**src/rfrf_pkg.sv**
```systemverilog
// ----------------------------------------------------------------------------
// Route frame receive filter package
// Shared item types, verdict codes and register indexes.
// ----------------------------------------------------------------------------
package rfrf_pkg;

  localparam int unsigned DataW  = 8;
  localparam int unsigned IdW    = 16;
  localparam int unsigned CfgW   = 16;
  localparam int unsigned PosW   = 9;
  localparam int unsigned HopW   = 4;
  localparam int unsigned RouteW = 5;

  localparam logic [IdW-1:0]   ID_MASK    = 16'h8FFF;
  localparam logic [DataW-1:0] HOP_MASK   = 8'h0F;
  localparam logic [DataW-1:0] KEY_ASSIGN = 8'h01;
  localparam logic [DataW-1:0] KEY_READ   = 8'h03;

  // Configuration register indexes.
  typedef enum logic [0:0] {
    CFG_GATEWAY_ID = 1'b0,
    CFG_MODULE_ID  = 1'b1
  } cfg_idx_e;

  typedef enum logic [2:0] {
    VERDICT_WRONG_GATEWAY = 3'd0,
    VERDICT_OWN_SOURCE    = 3'd1,
    VERDICT_REPEAT        = 3'd2,
    VERDICT_FORWARD       = 3'd3,
    VERDICT_ASSIGN_ROUTE  = 3'd4,
    VERDICT_READ_DATA     = 3'd5,
    VERDICT_OTHER_LOCAL   = 3'd6,
    VERDICT_MALFORMED     = 3'd7
  } verdict_e;

  typedef struct packed {
    logic [DataW-1:0] byte_in;
    logic             frame_start;
  } in_item_t;

  typedef struct packed {
    logic [2:0]       verdict;
    logic [DataW-1:0] key;
    logic [DataW-1:0] request_id;
    logic [HopW-1:0]  hop_count;
    logic [DataW-1:0] hop_depth;
    logic [DataW-1:0] protocol_type;
    logic [IdW-1:0]   source_id;
    logic [IdW-1:0]   dest_id;
    logic [DataW-1:0] sum_computed;
    logic [DataW-1:0] sum_received;
  } out_item_t;

  typedef struct packed {
    logic [IdW-1:0] gateway_id;
    logic [IdW-1:0] module_id;
  } cfg_t;

  // Handshake between the input register, the parser and the result register.
  typedef struct packed {
    logic take;
    logic push;
  } flow_t;

endpackage

```
**src/route_frame_rx_filter.sv**
```systemverilog
// ----------------------------------------------------------------------------
// Route frame receive filter
// Parses mesh routing frames byte by byte and classifies each frame.
// ----------------------------------------------------------------------------
// Usage:
//   Input channel: one frame byte per item, frame_start set on the preamble
//   byte. Bytes with frame_start clear outside a frame are dropped silently,
//   and a new start byte inside a frame abandons that frame.
//   Output channel: one verdict item per complete frame, given when the
//   checksum byte (position length+2) has been taken, together with the
//   parsed header, the byte sum and the received checksum.
//   Configuration: gateway and own module address, written by index while
//   no frame is in flight.
//   Path: a byte waits in the input register, and at the checksum byte the
//   parser writes the verdict into the result register once that is free.
//   Throughput: one byte per cycle while the result register can take a verdict,
//   set by the single parser pass between the input and the result register.
//   Reset clears the frame state, the last id/source pair and both address
//   registers. When the receiver stalls, the verdict is held; following
//   bytes keep flowing until the next checksum byte, which waits in the
//   input register and then holds off further bytes.
// ----------------------------------------------------------------------------
module route_frame_rx_filter (
  input  logic                       clk_i,
  input  logic                       rst_ni,
  input  logic                       in_valid_i,
  output logic                       in_ready_o,
  input  rfrf_pkg::in_item_t         in_item_i,
  output logic                       out_valid_o,
  input  logic                       out_ready_i,
  output rfrf_pkg::out_item_t        out_item_o,
  input  logic                       cfg_we_i,
  input  logic                       cfg_idx_i,
  input  logic [rfrf_pkg::CfgW-1:0]  cfg_data_i
);
  import rfrf_pkg::*;

  cfg_t      cfg_q, cfg_d;
  logic      held_valid;
  in_item_t  held_item;
  flow_t     flow;
  out_item_t result;
  logic      out_free;

  always_comb begin
    cfg_d = cfg_q;
    if (cfg_we_i) begin
      unique case (cfg_idx_e'(cfg_idx_i))
        CFG_GATEWAY_ID: cfg_d.gateway_id = cfg_data_i;
        CFG_MODULE_ID:  cfg_d.module_id  = cfg_data_i;
        default:        cfg_d = cfg_q;
      endcase
    end
  end

  always_ff @(posedge clk_i or negedge rst_ni) begin
    if (!rst_ni) begin
      cfg_q <= '0;
    end else begin
      cfg_q <= cfg_d;
    end
  end

  rfrf_in_reg u_in_reg (
    .clk_i      (clk_i),
    .rst_ni     (rst_ni),
    .in_valid_i (in_valid_i),
    .in_ready_o (in_ready_o),
    .in_item_i  (in_item_i),
    .take_i     (flow.take),
    .valid_o    (held_valid),
    .item_o     (held_item)
  );

  rfrf_parser u_parser (
    .clk_i      (clk_i),
    .rst_ni     (rst_ni),
    .cfg_i      (cfg_q),
    .valid_i    (held_valid),
    .item_i     (held_item),
    .out_free_i (out_free),
    .flow_o     (flow),
    .result_o   (result)
  );

  rfrf_out_reg u_out_reg (
    .clk_i       (clk_i),
    .rst_ni      (rst_ni),
    .push_i      (flow.push),
    .item_i      (result),
    .free_o      (out_free),
    .out_valid_o (out_valid_o),
    .out_ready_i (out_ready_i),
    .out_item_o  (out_item_o)
  );

endmodule

```
**src/rfrf_in_reg.sv**
```systemverilog
// ----------------------------------------------------------------------------
// Input register
// Holds one accepted byte item until the parser consumes it.
// ----------------------------------------------------------------------------
module rfrf_in_reg (
  input  logic               clk_i,
  input  logic               rst_ni,
  input  logic               in_valid_i,
  output logic               in_ready_o,
  input  rfrf_pkg::in_item_t in_item_i,
  input  logic               take_i,
  output logic               valid_o,
  output rfrf_pkg::in_item_t item_o
);
  import rfrf_pkg::*;

  logic     valid_q, valid_d;
  in_item_t item_q;
  logic     load;

  assign in_ready_o = !valid_q || take_i;
  assign load       = in_valid_i && in_ready_o;

  always_comb begin
    valid_d = valid_q;
    if (load) begin
      valid_d = 1'b1;
    end else if (take_i) begin
      valid_d = 1'b0;
    end
  end

  always_ff @(posedge clk_i or negedge rst_ni) begin
    if (!rst_ni) begin
      valid_q <= 1'b0;
    end else begin
      valid_q <= valid_d;
    end
  end

  always_ff @(posedge clk_i) begin
    if (load) begin
      item_q <= in_item_i;
    end
  end

  assign valid_o = valid_q;
  assign item_o  = item_q;

endmodule

```
**src/rfrf_parser.sv**
```systemverilog
// ----------------------------------------------------------------------------
// Frame parser
// Tracks the byte position, picks header fields, sums the bytes and gives
// the verdict at the checksum byte.
// ----------------------------------------------------------------------------
module rfrf_parser (
  input  logic                clk_i,
  input  logic                rst_ni,
  input  rfrf_pkg::cfg_t      cfg_i,
  input  logic                valid_i,
  input  rfrf_pkg::in_item_t  item_i,
  input  logic                out_free_i,
  output rfrf_pkg::flow_t     flow_o,
  output rfrf_pkg::out_item_t result_o
);
  import rfrf_pkg::*;

  localparam logic [PosW-1:0] POS_LEN     = 9'd1;
  localparam logic [PosW-1:0] POS_RID     = 9'd2;
  localparam logic [PosW-1:0] POS_KEY     = 9'd3;
  localparam logic [PosW-1:0] POS_GW_HI   = 9'd4;
  localparam logic [PosW-1:0] POS_GW_LO   = 9'd5;
  localparam logic [PosW-1:0] POS_DIR     = 9'd6;
  localparam logic [PosW-1:0] POS_DEPTH   = 9'd7;
  localparam logic [PosW-1:0] POS_ROUTE   = 9'd8;
  localparam logic [PosW-1:0] OFF_PROTO   = 9'd0;
  localparam logic [PosW-1:0] OFF_SRC_HI  = 9'd1;
  localparam logic [PosW-1:0] OFF_SRC_LO  = 9'd2;
  localparam logic [PosW-1:0] OFF_DST_HI  = 9'd3;
  localparam logic [PosW-1:0] OFF_DST_LO  = 9'd4;
  localparam logic [PosW-1:0] MIN_HDR_LEN = 9'd11;

  logic              active_q, active_d;
  logic [PosW-1:0]   pos_q, pos_d, pos_b;
  logic [DataW-1:0]  len_q, len_d, len_b;
  logic [RouteW-1:0] route_q, route_d, route_b;
  logic [HopW-1:0]   hop_q, hop_d, hop_b;
  logic [IdW-1:0]    gw_q, gw_d, gw_b;
  logic [DataW-1:0]  rid_q, rid_d, rid_b;
  logic [DataW-1:0]  key_q, key_d, key_b;
  logic [DataW-1:0]  depth_q, depth_d, depth_b;
  logic [DataW-1:0]  proto_q, proto_d, proto_b;
  logic [IdW-1:0]    src_q, src_d, src_b;
  logic [IdW-1:0]    dst_q, dst_d, dst_b;
  logic [DataW-1:0]  sum_q, sum_d, sum_b;
  logic [DataW-1:0]  last_rid_q, last_rid_d;
  logic [IdW-1:0]    last_src_q, last_src_d;

  logic              fs, active_b, is_last, take;
  logic [DataW-1:0]  b;
  logic [HopW-1:0]   hop_new;
  logic [PosW-1:0]   route_base, rel;
  logic              malformed;
  verdict_e          verdict;

  assign fs = item_i.frame_start;
  assign b  = item_i.byte_in;

  // A start byte begins from a cleared frame.
  always_comb begin
    active_b = fs || active_q;
    pos_b    = fs ? '0 : pos_q;
    len_b    = fs ? '0 : len_q;
    route_b  = fs ? '0 : route_q;
    hop_b    = fs ? '0 : hop_q;
    gw_b     = fs ? '0 : gw_q;
    rid_b    = fs ? '0 : rid_q;
    key_b    = fs ? '0 : key_q;
    depth_b  = fs ? '0 : depth_q;
    proto_b  = fs ? '0 : proto_q;
    src_b    = fs ? '0 : src_q;
    dst_b    = fs ? '0 : dst_q;
    sum_b    = fs ? '0 : sum_q;
  end

  assign is_last = active_b && (pos_b == ({1'b0, len_b} + 9'd2));
  // An item that gives no result never waits for the result register.
  assign take    = valid_i && (!is_last || out_free_i);
  assign flow_o  = '{take: take, push: take && is_last};

  assign hop_new    = b[HopW-1:0] & HOP_MASK[HopW-1:0];
  assign route_base = POS_ROUTE + {4'b0, route_b};
  assign rel        = pos_b - route_base;
  assign malformed  = (hop_b == '0) ||
                      ({1'b0, len_b} < ({4'b0, route_b} + MIN_HDR_LEN));

  always_comb begin
    priority if (malformed) begin
      verdict = VERDICT_MALFORMED;
    end else if (gw_b != cfg_i.gateway_id) begin
      verdict = VERDICT_WRONG_GATEWAY;
    end else if (src_b == cfg_i.module_id) begin
      verdict = VERDICT_OWN_SOURCE;
    end else if (rid_b == last_rid_q && src_b == last_src_q) begin
      verdict = VERDICT_REPEAT;
    end else if ((cfg_i.module_id & ID_MASK) == (dst_b & ID_MASK)) begin
      if (key_b == KEY_ASSIGN) begin
        verdict = VERDICT_ASSIGN_ROUTE;
      end else if (key_b == KEY_READ) begin
        verdict = VERDICT_READ_DATA;
      end else begin
        verdict = VERDICT_OTHER_LOCAL;
      end
    end else begin
      verdict = VERDICT_FORWARD;
    end
  end

  always_comb begin
    result_o = '{
      verdict:       verdict,
      key:           key_b,
      request_id:    rid_b,
      hop_count:     hop_b,
      hop_depth:     depth_b,
      protocol_type: proto_b,
      source_id:     src_b,
      dest_id:       dst_b,
      sum_computed:  sum_b,
      sum_received:  b
    };
  end

  always_comb begin
    active_d   = active_q;
    pos_d      = pos_q;
    len_d      = len_q;
    route_d    = route_q;
    hop_d      = hop_q;
    gw_d       = gw_q;
    rid_d      = rid_q;
    key_d      = key_q;
    depth_d    = depth_q;
    proto_d    = proto_q;
    src_d      = src_q;
    dst_d      = dst_q;
    sum_d      = sum_q;
    last_rid_d = last_rid_q;
    last_src_d = last_src_q;
    if (take && active_b) begin
      pos_d   = pos_b;
      len_d   = len_b;
      route_d = route_b;
      hop_d   = hop_b;
      gw_d    = gw_b;
      rid_d   = rid_b;
      key_d   = key_b;
      depth_d = depth_b;
      proto_d = proto_b;
      src_d   = src_b;
      dst_d   = dst_b;
      sum_d   = sum_b;
      if (is_last) begin
        active_d = 1'b0;
        // Frames that get past the drop checks become the new last pair.
        if (verdict != VERDICT_MALFORMED && verdict != VERDICT_WRONG_GATEWAY &&
            verdict != VERDICT_OWN_SOURCE && verdict != VERDICT_REPEAT) begin
          last_rid_d = rid_b;
          last_src_d = src_b;
        end
      end else begin
        active_d = 1'b1;
        sum_d    = sum_b + b;
        pos_d    = pos_b + 9'd1;
        priority if (pos_b == POS_LEN) begin
          len_d = b;
        end else if (pos_b == POS_RID) begin
          rid_d = b;
        end else if (pos_b == POS_KEY) begin
          key_d = b;
        end else if (pos_b == POS_GW_HI) begin
          gw_d = {b, gw_b[DataW-1:0]};
        end else if (pos_b == POS_GW_LO) begin
          gw_d = {gw_b[IdW-1:DataW], b};
        end else if (pos_b == POS_DIR) begin
          hop_d   = hop_new;
          route_d = (hop_new != '0) ? {hop_new - 4'd1, 1'b0} : '0;
        end else if (pos_b == POS_DEPTH) begin
          depth_d = b;
        end else if (pos_b >= route_base) begin
          priority if (rel == OFF_PROTO) begin
            proto_d = b;
          end else if (rel == OFF_SRC_HI) begin
            src_d = {b, src_b[DataW-1:0]};
          end else if (rel == OFF_SRC_LO) begin
            src_d = {src_b[IdW-1:DataW], b};
          end else if (rel == OFF_DST_HI) begin
            dst_d = {b, dst_b[DataW-1:0]};
          end else if (rel == OFF_DST_LO) begin
            dst_d = {dst_b[IdW-1:DataW], b};
          end else begin
            sum_d = sum_b + b;
          end
        end else begin
          sum_d = sum_b + b;
        end
      end
    end
  end

  always_ff @(posedge clk_i or negedge rst_ni) begin
    if (!rst_ni) begin
      active_q   <= 1'b0;
      pos_q      <= '0;
      len_q      <= '0;
      route_q    <= '0;
      hop_q      <= '0;
      gw_q       <= '0;
      rid_q      <= '0;
      key_q      <= '0;
      depth_q    <= '0;
      proto_q    <= '0;
      src_q      <= '0;
      dst_q      <= '0;
      sum_q      <= '0;
      last_rid_q <= '0;
      last_src_q <= '0;
    end else begin
      active_q   <= active_d;
      pos_q      <= pos_d;
      len_q      <= len_d;
      route_q    <= route_d;
      hop_q      <= hop_d;
      gw_q       <= gw_d;
      rid_q      <= rid_d;
      key_q      <= key_d;
      depth_q    <= depth_d;
      proto_q    <= proto_d;
      src_q      <= src_d;
      dst_q      <= dst_d;
      sum_q      <= sum_d;
      last_rid_q <= last_rid_d;
      last_src_q <= last_src_d;
    end
  end

endmodule

```
**src/rfrf_out_reg.sv**
```systemverilog
// ----------------------------------------------------------------------------
// Result register
// Holds one verdict item until the receiver takes it.
// ----------------------------------------------------------------------------
module rfrf_out_reg (
  input  logic                clk_i,
  input  logic                rst_ni,
  input  logic                push_i,
  input  rfrf_pkg::out_item_t item_i,
  output logic                free_o,
  output logic                out_valid_o,
  input  logic                out_ready_i,
  output rfrf_pkg::out_item_t out_item_o
);
  import rfrf_pkg::*;

  logic      valid_q, valid_d;
  out_item_t item_q;

  assign free_o = !valid_q || out_ready_i;

  always_comb begin
    valid_d = valid_q;
    if (push_i) begin
      valid_d = 1'b1;
    end else if (out_ready_i) begin
      valid_d = 1'b0;
    end
  end

  always_ff @(posedge clk_i or negedge rst_ni) begin
    if (!rst_ni) begin
      valid_q <= 1'b0;
    end else begin
      valid_q <= valid_d;
    end
  end

  always_ff @(posedge clk_i) begin
    if (push_i) begin
      item_q <= item_i;
    end
  end

  assign out_valid_o = valid_q;
  assign out_item_o  = item_q;

endmodule

```
**config.mk**
```make
export PLATFORM = sky130hd
export DESIGN_NAME = route_frame_rx_filter
export DESIGN_NICKNAME = d
export VERILOG_FILES = /design/src/rfrf_pkg.sv /design/src/route_frame_rx_filter.sv /design/src/rfrf_in_reg.sv /design/src/rfrf_parser.sv /design/src/rfrf_out_reg.sv
export SDC_FILE = /design/constraint.sdc
export NUM_CORES = 1
export LEC_CHECK = 0
export BUFFER_PORTS_ARGS = -buffer_cell sky130_fd_sc_hd__buf_2
export CAP_MARGIN = 20
export CORE_ASPECT_RATIO = 1.1
export CORE_MARGIN = 8
export CORE_UTILIZATION = 50
export CTS_BUF_LIST = sky130_fd_sc_hd__clkbuf_4
export DETAILED_ROUTE_END_ITERATION = 7
export PLACE_DENSITY = 0.67
export SLEW_MARGIN = 20
export SYNTH_ARGS = -nofsm -noshare
export SYNTH_HDL_FRONTEND = slang
export SYNTH_SLANG_ARGS = --single-unit
```
**constraint.sdc**
```tcl
create_clock -name clk_i -period 9.31 [get_ports clk_i]
set_clock_uncertainty 0.15 [all_clocks]
set_input_delay 1.862 -clock clk_i [delete_from_list [all_inputs] [get_ports clk_i]]
set_output_delay 1.862 -clock clk_i [all_outputs]
set_load 0.01 [all_outputs]
```
==> results of run 1 <==
[registers in the layout (all words and copies together) (netlist names)]
name                   flops
cfg_q                     32
u_in_reg.item_o            9
u_in_reg.valid_o           1
u_out_reg.out_item_o      87
u_out_reg.out_valid_o      1
u_parser.active_q          1
u_parser.depth_q           8
u_parser.dst_q            16
u_parser.gw_q             16
u_parser.hop_q             4
u_parser.key_q             8
u_parser.last_rid_q        8
u_parser.last_src_q       16
u_parser.len_q             8
u_parser.pos_q             9
u_parser.proto_q           8
u_parser.rid_q             8
u_parser.route_q           5
u_parser.src_q            16
u_parser.sum_q             8
[worst max path at each step]
stage,from,end,slack [ps],depth (start not counted)
after global placement,u_in_reg.item_o[0]$_DFFE_PP_,in_ready_o,4190,9
after floorplan,u_in_reg.item_o[0]$_DFFE_PP_,in_ready_o,3350,19
after CTS,u_in_reg.item_o[0]$_DFFE_PP_,in_ready_o,3340,9
after detailed placement,u_in_reg.item_o[0]$_DFFE_PP_,in_ready_o,4090,9
final,u_in_reg.item_o[0]$_DFFE_PP_,in_ready_o,3470,9
after global routing,u_in_reg.item_o[0]$_DFFE_PP_,in_ready_o,3110,9
[routing by layer]
metal | vias up | track usage (%) | part of all wire, %
li1 | 4783 | - | -
met1 | 5012 | 26.9 | 43
met2 | 312 | 34.8 | 48
met3 | 77 | 5.21 | 6.4
met4 | 0 | 9.05 | 2.7
met5 | - | 0 | 0
[area by class of cell]
class	count	area [um2]	area share [%]
diodes	3	7.51	0.0486
clock inverters	19	83.8	0.543
repair buffers	128	686	4.44
well taps	357	447	2.89
multi-input cells	850	6030	39.1
flip-flops and latches	269	7210	46.7
inverters	39	148	0.956
clock buffers	110	826	5.35
[metrics by stage]
| stage | worst slack [ps] | hold slack [ps] | power, mW | utilization (%) |
|---|---|---|---|---|
| 2_1_floorplan | 3350 | 274 | 1.92 | - |
| 3_3_place_gp | 4190 | 301 | 2.11 | 53.8 |
| 3_5_place_dp | 4090 | 305 | 2.13 | 53.9 |
| 4_1_cts | 3340 | 321 | 3.17 | 57.2 |
| 5_1_grt | 3110 | 345 | 3.32 | 57.3 |
| 6_report | 3470 | 317 | 3.14 | 57.3 |
[worst min-delay path, delay by kind of cell (launching register included)]
kind,cells,cell delay [ps]
and+or+nand+nor,2,100
DFF,1,330
[logic make-up (layout without fill, tap and decap cells)]
kind of cell               count (synthesis)  after routing  synth area share [%]
AOI/OAI and AO/OA                        237            237                  12.3
and+or+nand+nor                          436            436                  17.7
xor gates and xnor gates                  63             63                  4.02
adders and majority gates                 23             23                  2.15
buffers and inverters                    114            296                  3.58
muxes                                     91             91                  7.71
other                                      0              3                     0
DFF                                      269            269                  52.6
[power by group]
| part | leakage, nW | internal (mW) | total, mW | switching, mW |
|---|---|---|---|---|
| sequential | 3.20 | 1.36 | 1.51 | 0.153 |
| clock | 0.539 | 0.539 | 1.03 | 0.489 |
| combinational | 2.95 | 0.248 | 0.600 | 0.352 |
| total | 6.69 | 2.15 | 3.14 | 0.994 |
[synth_stat cells (7+ instances only)]
cell type  instances
a21oi_1           26
a22o_1            46
a31oi_1           19
and3_1             9
buf_1             13
buf_2             11
clkbuf_1          44
dfrtp_1          173
edfxtp_1          96
ha_1              22
inv_1             38
mux2_2            37
mux2_4            20
mux2i_1           34
nand2_1          101
nand2b_1           8
nand3_1           15
nand4_1           16
nor2_1            92
nor2b_1           90
nor3_1            21
nor4_1             9
nor4bb_1          14
o21ai_0           44
o21bai_1          12
o22ai_1           19
o2bb2ai_1          8
o31ai_1            7
or4_1              8
or4bb_1            7
xnor2_1           39
xor2_1            24
==> impl_results.md, run 1 <==
* Number of flops mapped to enable cells by yosys at 96
* Outcome: complete, no violations
* I/O Buffers at 119
* Root buffer cell: clkbuf_4
* Grt total ovfl at 0
* Max Clk Rate at 0.171 GHz
* Yosys top cell by area: dfrtp_1
* Biggest fanout along the worst timing path at 174
* Die Wd at 174 um
* Main flop type after synthesis: dfrtp_1
* Clock latency on the worst-skew pair at 700 ps
* Dpl hpwl at 24.1 mm
* Setup TNS Final at 0 ps
* Initial antenna violation count at 3
* Post-CTS Setup Bufs at 0
* Post-route design area at 15,400 um2
* Syn_area_per_cell at 11.1 um2
* # IOs at 120
* Hold_sp: u_parser.sum_q[0]$_DFFE_PN0P_
* Crit path required time at 7300 ps
* Syn nets at 1,287
* Critical path arrival at 3830 ps
* FILL cells at 2,343
* CP bufs+invs at 2
* Cts repair resizes at 0
* Chip height at 190 um
* CTS H-Tree Depth at 3
* Net count, final at 1,413
* Final Cycle Share at 62.8%
* Via count at 10,184
* Final Non-Filler Cells at 1,775
* Final wirelength at 35.6 mm
* CTS tree: done
* Final Critical Period at 5840 ps
* Max capacitance violation total at 0
* Initial DRC count at 800
* Final Hold Vio Count at 0
* Vias in the first global route at 10,341
* Antenna-violating nets left at 0
* Reg-to-Reg End: u_parser.dst_q[13]$_DFFE_PN0P_
* 1st-pass router iterations at 5
* Crit path launch type: flop
* Initial Util at 50.9%
* First-pass GRT wire length at 56.6 mm
* Hold Crit Endpoint: u_parser.sum_q[0]$_DFFE_PN0P_
* Power density over the cells at 203 nW/um2
* CP top delay family: simple AND/OR/NAND/NOR gates
* Most common cell after layout, fill and taps aside: dfrtp_1
* Hold_buf cts at 0
* Most frequent cells in the layout: dfrtp_1, buf_2, clkbuf_4, nand2_1, edfxtp_1
* Max Root-Sink Buffers at 3
* Clock transition at path regs at 60 ps
* CTS sink count at 269
* Post-synthesis sequential area ratio at 52.6%
* Crit-path slowest cell: and3_1
* Setup CP Type: reg2out
* Ys Warns at 0
* Cells after Synth at 1,233
* Dpl cell area at 14,500 um2
* DRC Markers at 0
* Synth top area share at 31.6%
* Die area at 33,000 um2
* Netlist cell types at 77
* Async SR Flop Fraction at 64.3%
* Share of cells above drive strength 1 at 22.8%
* Critical path's largest stage delay at 700 ps
* Fin. max-slew vios at 0
* RSZ-0062 raised after global routing: false
* Core area at 27,000 um2
* Vias per inst at 5.74
* WL/cell at 20.1 um
* Worst VDD drop at 131 uV
* Largest net degree at the start of global routing at 175
* Slew margin rel. at 29.0%
* Row count at 63
* Synthesized area at 13,700 um2
* Hold depth at 2
* Pleak at 6.69 nW
* DP Cell Count at 1,643
* Crit end category: output port
* GPL Wtd Cong at 0.921
* Area grow syn2layout at 12.5%
* Cells along the critical path: buf_12 -> nor2b_1 -> ha_1 -> xnor2_1 -> nand4_1 -> a2111oi_4 -> and3_1 -> nand3_1 -> buf_2
* Reg2reg path depth at 12
* R2r setup slk at 4220 ps
* Final setup viols at 0
* CTS buffer count at 71
* Number of synthesized register bits at 269
* Total GRT Usage at 21.4%
* Hold Path Class: reg2reg
* Top post-synthesis cells by area: dfrtp_1, edfxtp_1, nor2b_1, mux2_2, a22o_1
* Tightest Pin Transition at 1060 ps
* R2r startpoint: u_in_reg.item_o[0]$_DFFE_PP_
Note: power is estimated with default switching activity, not from simulation.
==> inputs of run 2 (changes only) <==
Settings changed: ABC_AREA set to 1, PLACE_DENSITY 0.67 to 0.69.
Clock period 9.31 ns to 5.2 ns, I/O delays scaled along.
==> impl_results.md, run 2 <==
* Outcome: complete, no violations
* FILL cells at 2,716 (+16%)
* Hold Path Class: in2async
* RSZ-0062 raised after global routing: false
* Area grow syn2layout at 11.9%
* Core area at 28,500 um2 (+5.6%)
* R2r setup slk at 970 ps (-3250 ps)
* DRC Markers at 0 (unchanged)
* Final Hold Vio Count at 0 (unchanged)
* Worst VDD drop at 168 uV (+28%)
* Initial DRC count at 1,156 (+45%)
* Critical path's largest stage delay at 600 ps (-100 ps)
* Via count at 12,180 (+20%)
* Final Non-Filler Cells at 2,302 (+30%)
* Max Clk Rate at 0.225 GHz
* Netlist cell types at 46 (-40%)
* CP startpoint: u_in_reg.item_o[0]$_DFFE_PP_
* DP Cell Count at 2,179 (+33%)
* Post-synthesis sequential area ratio at 50.4% (-2.2 points)
* Biggest fanout along the worst timing path at 37 (-79%)
* CTS buffer count at 70 (-1.4%)
* Reg2reg path depth at 18 (+6)
* Antenna-violating nets left at 0 (unchanged)
* Final wirelength at 39.0 mm (+9.5%)
* GPL Wtd Cong at 0.961 (+4.4%)
* Max Root-Sink Buffers at 3 (unchanged)
* Stages on worst setup path at 9 (unchanged)
* Tightest Pin Transition at 965 ps (-94.9 ps)
* Total Power at 6.21 mW (+98%)
* Synth top area share at 30.3% (-1.3 points)
* Setup CP Type: reg2out
* Crit path required time at 4010 ps (-3290 ps)
* Final setup viols at 0 (unchanged)
* Clock latency on the worst-skew pair at 700 ps (about the same)
* Power density over the cells at 388 nW/um2 (+91%)
* Dpl hpwl at 27.3 mm (+13%)
* Row count at 65 (+3.2%)
* # IOs at 120 (unchanged)
* First-pass GRT wire length at 62.2 mm (+9.9%)
* Crit end category: output port
* Root buffer cell: clkbuf_4
* Most common cell in the netlist: nand2_1
* I/O Buffers at 119 (unchanged)
* Pleak at 8.11 nW (+21%)
* Cells along the critical path: inv_4 -> nand2_1 -> nor2_1 -> nand4_1 -> o21ai_1 -> nand3_1 -> nor2_1 -> nand3_1 -> buf_2
* Setup TNS Final at 0 ps (unchanged)
* Most frequent cells in the layout: nand2_1, inv_1, dfrtp_1, o21ai_0, nor2_1
* Chip height at 193 um (+1.9%)
* Net count, final at 1,937 (+37%)
* Initial antenna violation count at 1 (-2)
* Share of cells above drive strength 1 at 16.4% (-6.4 points)
* Cells after Synth at 1,739 (+41%)
* Dpl ws at 1020 ps (-3070 ps)
* Final Critical Period at 4440 ps
* Post-CTS Setup Bufs at 0 (unchanged)
* Post-synth top cells: nand2_1, inv_1, dfrtp_1
* CTS tree: done
* Syn nets at 1,793 (+39%)
* Synthesized area at 14,300 um2 (+4.3%)
* Max capacitance violation total at 0 (unchanged)
* CP top delay family: simple AND/OR/NAND/NOR gates
* Critical path arrival at 3250 ps (-580 ps)
* Final Cycle Share at 85.4%
* CP endpoint: in_ready_o
* R2r startpoint: u_in_reg.item_o[0]$_DFFE_PP_
* Largest net degree at the start of global routing at 131 (-25%)
* Number of synthesized register bits at 269 (unchanged)
* CP bufs+invs at 2 (unchanged)
* Crit-path slowest cell: edfxtp_1
* Async SR Flop Fraction at 64.3% (unchanged)
* Cts repair resizes at 0 (unchanged)
* Total GRT Usage at 22.6% (+1.3 points)
* Die Wd at 177 um (+1.9%)
* Main flop type after synthesis: dfrtp_1
* Yosys top cell by area: dfrtp_1
* Vias per inst at 5.29 (-7.8%)
* Most common cell after layout, fill and taps aside: nand2_1
* Syn_area_per_cell at 8.23 um2 (-26%)
* Initial Util at 50.3% (-0.63 points)
* Dpl cell area at 15,100 um2 (+4.2%)
* Max reg flops at 87 (unchanged)
* Fin. max-slew vios at 0 (unchanged)
* Hold_buf cts at 0 (unchanged)
* Crit path launch type: flop
* CTS sink count at 269 (unchanged)
* Post-route design area at 16,000 um2 (+3.7%)
* Vias in the first global route at 11,602 (+12%)
* Number of flops mapped to enable cells by yosys at 96 (unchanged)
* Die area at 34,300 um2 (+3.9%)
* Top post-synthesis cells by area: dfrtp_1, edfxtp_1, nand2_1, inv_1, o21ai_0
* Reg-to-Reg End: u_parser.last_src_q[5]$_DFFE_PN0P_
* CTS H-Tree Depth at 3 (unchanged)
* Grt total ovfl at 0 (unchanged)
* Slew margin rel. at 35.6% (+6.7 points)
* Ys Warns at 0 (unchanged)
* Worst setup margin at 757 ps (-2710 ps)
* 1st-pass router iterations at 7 (+2)
* WL/cell at 16.9 um (-16%)
* Clock transition at path regs at 60 ps (about the same)
run 2: metrics by stage:
stage | hold WS, ps | util (%)
3_3_place_gp | 305 | 53.1
4_1_cts | 305 | 56.2
2_1_floorplan | 292 | -
3_5_place_dp | 313 | 53.1
6_report | 267 | 56.3
5_1_grt | 302 | 56.3
run 2: layer usage:
metal	track usage [%]	up-vias	part of all wire (%)
met4	9.33	0	3.4
met5	0	-	0
met3	4.19	84	6.3
met1	30.5	5780	44
met2	35.4	398	46
li1	-	5918	-
run 2: cell families after synthesis:
group	count (synthesis)	synth area share, %
fa+ha+maj	23	2.06
xor+xnor	67	4.10
simple gates	829	24.9
buf+inv	304	9.18
flops	269	50.4
compound gates	247	9.30
run 2: final cells by class:
cell class              instances  area [um2]  share of cell area (%)
diodes                          1        2.50                  0.0156
clock buffers                 103         773                    4.83
clock inverters                19         110                   0.688
inverters                     240         906                    5.66
multi-input cells            1166        5780                    36.1
flip-flops and latches        269        7210                    45.0
well taps                     368         460                    2.88
repair buffers                136         767                    4.79
run 2: worst min path at each step:
| stage | end | cells past startpoint |
|---|---|---|
| after global placement | u_parser.rid_q[7]$_DFFE_PN0P_ | 2 |
| after floorplan | u_parser.rid_q[0]$_DFFE_PN0P_ | 2 |
| after CTS | u_parser.last_src_q[15]$_DFFE_PN0P_ | 1 |
| after global routing | u_parser.last_src_q[15]$_DFFE_PN0P_ | 1 |
| final | u_parser.last_src_q[15]$_DFFE_PN0P_ | 1 |
| after detailed placement | u_parser.sum_q[6]$_DFFE_PN0P_ | 2 |
run 2: power breakdown:
part           switching, mW  internal, mW  total (mW)
Combinational           1.12         0.535        1.65
Sequential             0.178          2.53        2.71
Clock                  0.886         0.962        1.85
Total                   2.18          4.03        6.21
